### src/rtl/core/wssc_pkg.sv
package wssc_pkg;

    localparam int NUM_SLOTS = 64;
    localparam int SLOT_AW   = $clog2(NUM_SLOTS);
    localparam int KEY_W     = 32;
    localparam int COUNT_W   = 32;
    localparam int REM_W     = 16;
    localparam int STEP_W    = 16;
    localparam int WEIGHT_W  = 16;
    localparam int SUM_W     = 17;
    localparam int EST_W     = 48;
    localparam int ACTION_W  = 2;
    localparam int DIV_CW    = $clog2(SUM_W + 1);

    localparam logic [ACTION_W-1:0] ACT_UPDATE = 2'd0;
    localparam logic [ACTION_W-1:0] ACT_QUERY  = 2'd1;
    localparam logic [ACTION_W-1:0] ACT_CLEAR  = 2'd2;

    typedef struct packed {
        logic [KEY_W-1:0]   key;
        logic [COUNT_W-1:0] count;
        logic [REM_W-1:0]   rem;
    } slot_t;

    typedef struct packed {
        logic              start;
        logic [SUM_W-1:0]  dividend;
        logic [STEP_W-1:0] divisor;
    } div_req_t;

    typedef struct packed {
        logic             done;
        logic [SUM_W-1:0] quo;
        logic [REM_W-1:0] rem;
    } div_rsp_t;

endpackage

### src/rtl/core/wssc_divider.sv
module wssc_divider (
    input  logic               aclk,
    input  logic               aresetn,
    input  wssc_pkg::div_req_t req,
    output wssc_pkg::div_rsp_t rsp
);

    logic [wssc_pkg::SUM_W-1:0]  quo_reg, quo_next;
    logic [wssc_pkg::REM_W-1:0]  rem_reg, rem_next;
    logic [wssc_pkg::STEP_W-1:0] dvs_reg;
    logic [wssc_pkg::DIV_CW-1:0] cnt_reg, cnt_next;
    logic                        busy_reg, busy_next;
    logic                        done_reg, done_next;
    logic [wssc_pkg::SUM_W-1:0]  trial;
    logic                        ge;

    // one quotient bit per cycle, restoring
    always_comb begin
        trial    = {rem_reg, quo_reg[wssc_pkg::SUM_W-1]};
        ge       = trial >= {1'b0, dvs_reg};
        quo_next = {quo_reg[wssc_pkg::SUM_W-2:0], ge};
        rem_next = ge ? wssc_pkg::REM_W'(trial - {1'b0, dvs_reg})
                      : trial[wssc_pkg::REM_W-1:0];
        cnt_next  = cnt_reg - 1'b1;
        busy_next = busy_reg && (cnt_reg != wssc_pkg::DIV_CW'(1));
        done_next = busy_reg && (cnt_reg == wssc_pkg::DIV_CW'(1));
    end

    always_ff @(posedge aclk) begin
        if (!aresetn) begin
            busy_reg <= 1'b0;
            done_reg <= 1'b0;
            cnt_reg  <= '0;
        end else if (req.start) begin
            busy_reg <= 1'b1;
            done_reg <= 1'b0;
            cnt_reg  <= wssc_pkg::DIV_CW'(wssc_pkg::SUM_W);
        end else begin
            busy_reg <= busy_next;
            done_reg <= done_next;
            if (busy_reg) begin
                cnt_reg <= cnt_next;
            end
        end
    end

    always_ff @(posedge aclk) begin
        if (req.start) begin
            quo_reg <= req.dividend;
            rem_reg <= '0;
            dvs_reg <= req.divisor;
        end else if (busy_reg) begin
            quo_reg <= quo_next;
            rem_reg <= rem_next;
        end
    end

    assign rsp.done = done_reg;
    assign rsp.quo  = quo_reg;
    assign rsp.rem  = rem_reg;

endmodule

### config.mk
export PLATFORM = sky130hd
export DESIGN_NAME = wssc_divider
export DESIGN_NICKNAME = d
export VERILOG_FILES = /design/src/rtl/core/wssc_pkg.sv /design/src/rtl/core/wssc_divider.sv
export SDC_FILE = /design/constraint.sdc
export NUM_CORES = 1
export LEC_CHECK = 0
export BUFFER_PORTS_ARGS = -buffer_cell sky130_fd_sc_hd__buf_2
export CAP_MARGIN = 20
export CORE_MARGIN = 3
export CORE_UTILIZATION = 50
export CTS_CLUSTER_DIAMETER = 200
export CTS_CLUSTER_SIZE = 16
export DETAILED_ROUTE_END_ITERATION = 8
export PLACE_DENSITY = 0.79
export SKIP_LAST_GASP = 1
export SLEW_MARGIN = 30
export SYNTH_ARGS = -nofsm -noshare
export SYNTH_HDL_FRONTEND = slang
export SYNTH_SLANG_ARGS = --single-unit
### constraint.sdc
create_clock -name aclk -period 5.4 [get_ports aclk]
set_input_delay 0.81 -clock aclk [delete_from_list [all_inputs] [get_ports aclk]]
set_output_delay 0.81 -clock aclk [all_outputs]
set_load 0.05 [all_outputs]
==> metrics.md <==
| Metric | Value |
|---|---|
| Status | `completed` |
| Most frequent cells after synthesis | `33 x edfxtp_1, 25 x nor2_1, 23 x dfxtp_1, 23 x inv_1, 20 x nand2_1` |
| Worst min path class | `reg -> reg` |
| EDFF count, synth | `33` |
| Ys flop type | `edfxtp_1` |
| Required @ worst endpoint | `5640 ps` |
| MaxCap Viol Count | `0` |
| VDD IR-drop max | `199 uV` |
| WS Path Type | `reg -> reg` |
| Lkg Pwr | `0.00165 uW` |
| Max Freq | `336 MHz` |
| Mapped Area | `0.00310 mm2` |
| DR WL met2 | `3180 um` |
| Register area share after synthesis | `0.468` |
| Crit path arrival time | `3220 ps` |
| Ant diodes | `0` |
| Initial DRC count | `277` |
| Io pins | `70` |
| Final WL | `6840 um` |
| Rows | `28` |
| P per Cell Area | `282 mW/mm2` |
| Vias in the first global route | `2,483` |
| Fin crit period | `2980 ps` |
| Logic gate share of total power | `0.251` |
| Tcrit/Tclk final | `0.552` |
| GR Util All Layers | `0.200` |
| Worst-margin pin slew | `960 ps` |
| Routed Antenna Nets | `0` |
| Post-synthesis area per instance | `10.4 um2` |
| Share of cells above drive strength 1 | `0.274` |
| Pin count of the biggest net entering global routing | `28` |
| Switch share | `0.337` |
| Stages on worst setup path | `7` |
| CTS tree | `done` |
| Crit path top cell by count | `a211oi_2` |
| Slowest-stage cell, CP | `a41o_1` |
| Type of destination of the critical path | `register` |
| PortBufs | `69` |
| Crit. Startpoint | `rem_reg[7]` |
| DR WL met3 | `517 um` |
| Final Setup Violations | `0` |
| GRT overflow | `0` |
| DRC viols | `0` |
| Yosys warning count | `0` |
| Slew Viols, Final | `0` |
| Area Overhead vs Synth | `16.1%` |
| Library cells used by synthesis | `52` |
| RSZ-0062 raised after global routing | `no` |
| CTS max path bufs | `2` |
| Core ar. | `0.00596 mm2` |
| Psw | `342 uW` |
| R2r setup slk | `2420 ps` |
| H-tree levels | `2` |
| Core Util, Final | `0.604` |
| Clk sinks | `56` |
| # hold bufs at CTS | `0` |
| Slew Limit Headroom | `0.360` |
| R2R cell count | `7` |
| Highest routed metal layer | `met4` |
| Worst Skew | `9.76 ps` |
| Setup TNS | `0 ps` |
| Worst setup endpoint | `rem_reg[0]` |
| Hold path depth | `2` |
| DIE AREA | `0.00718 mm2` |
| Cts repair resizes | `0` |
| Worst-path clk slew | `110 ps` |
| Fin. Hold Viols | `0` |
| Most instantiated library cell after synthesis | `edfxtp_1` |
| Critical Path Start Type | `register` |
| Critical path fanouts, max | `23` |
| Vias | `2,502` |
| Gp weighted congestion | `0.925` |
| Vias per inst | `5.69` |
| Delay of the slowest cell on the worst path | `850 ps` |
| Max FFs per register | `17` |
| FFs w/ async S/R, synth | `0` |
| Number of setup buffers added after CTS | `0` |
| Height of the die | `84.8 um` |
| Starting Density | `0.521` |
| Wl on met1 | `3020 um` |
| Share of the synthesized area in the top cell type | `0.319` |
| Drt pass-1 iters | `5` |
| Critical R2R Launch | `rem_reg[7]` |
| Seq pwr share | `0.502` |
| Syn nets | `352` |
| Synthesized flop and latch total | `56` |
| Global-route wire length before repair | `11,800 um` |
| Avg WL per Cell | `15.6 um` |
| Clock share of power | `0.248` |
| Synth top area cells | `edfxtp_1 32%, dfxtp_1 15%, ha_1 7.3%, mux2_2 5.8%, nor2_1 3.0%` |
| Crit-path cells | `ha_1 -> a21oi_2 -> o21ai_1 -> a211oi_2 -> a41o_1 -> mux2_1 -> a211oi_2` |
| Final nets | `419` |
| Worst path top cell family by delay | `compound AO/OA/AOI/OAI gates` |
| CTS buffer count | `5` |
| Clock root cell | `clkbuf_8` |
| Horiz. Die Dim | `84.8 um` |
| Initial antenna violation count | `0` |
| Synth area leader | `edfxtp_1` |
| Worst path bufs/invs | `0` |
| Later-pin clock latency in the skew report | `310 ps` |
| Mapped Cells | `297` |
| Post-DP HPWL | `5050 um` |
| Cell Int Power | `674 uW` |
| Critical R2R Capture | `rem_reg[0]` |
==> metal layers <==
| metal | vias up | GRT usage |
|---|---|---|
| li1 | 1221 | - |
| met1 | 1155 | 0.272 |
| met2 | 110 | 0.320 |
| met3 | 16 | 0.0510 |
| met4 | 0 | 0.0532 |
| met5 | - | 0.00699 |
==> through the flow <==
step | setup WS (ps) | instances | total power, uW | hold WS [ps] | cell area, um2
after floorplan | 2930 | 297 | 707 | 484 | 3100
after global placement | 2580 | 432 | 767 | 500 | 3500
after detailed placement | 2520 | 432 | 771 | 507 | 3500
after CTS | 2460 | 440 | 1020 | 524 | 3600
after global routing | 2250 | 440 | 1070 | 557 | 3600
final | 2420 | 440 | 1020 | 522 | 3600
==> power by group through the flow <==
stage	sequential, uW	clock [uW]	combinational, uW
floorplan	578	0	129
global placement	518	0	248
detailed placement	519	0	252
CTS	510	258	254
global route	515	278	278
finish	510	252	255
==> cells by family (layout without fill, tap and decap cells) <==
| kind of cell | count (synthesis) | count (layout) | synth area share |
|---|---|---|---|
| AO/OA/AOI/OAI | 72 | 72 | 0.158 |
| XOR/XNOR | 14 | 14 | 0.0395 |
| adder cells (fa/ha/maj) | 19 | 19 | 0.0791 |
| buffers and inverters | 33 | 101 | 0.0444 |
| flip-flops | 56 | 56 | 0.468 |
| multiplexers | 25 | 25 | 0.0875 |
| AND/OR/NAND/NOR | 78 | 78 | 0.124 |
==> area by class of cell <==
class / instances / area, um2
clock buffer: 5 / 68.8
clock inverter: 3 / 33.8
fill: 520 / 2360
inverter: 23 / 86.3
multi-input combinational: 208 / 1510
sequential: 56 / 1450
tap: 75 / 93.8
timing repair buffer: 70 / 353
==> worst min-delay path: stages, from the launching register on <==
cell and delay [ps]:
dfxtp_1 360, nand2_1 60, o21ai_0 60
==> worst min path at each step <==
stage                        to        start  slack, ps
finish              rem_reg[12]  rem_reg[12]        520
global route        rem_reg[12]  rem_reg[12]        560
CTS                  cnt_reg[1]   cnt_reg[1]        520
detailed placement   cnt_reg[1]   cnt_reg[1]        510
global placement     rem_reg[9]   rem_reg[9]        500
floorplan            cnt_reg[1]   cnt_reg[1]        480
==> placed cells by master, fill, tap and decap left out, drive strengths merged, types with 2 or more instances in the layout <==
cell type   n
buf        70
edfxtp     33
nor2       25
inv        24
dfxtp      23
nand2      20
a21oi      20
ha         18
mux2       17
o21ai      14
a211oi     11
xnor2      10
mux2i       8
nand2b      7
a32oi       6
nor3        5
clkbuf      5
a21o        4
nand3       4
xor2        4
and3        3
o211ai      3
nor2b       3
a211o       2
a31oi       2
nand3b      2
o21a        2
clkinv      2
Note: power is estimated with default switching activity, not from simulation.
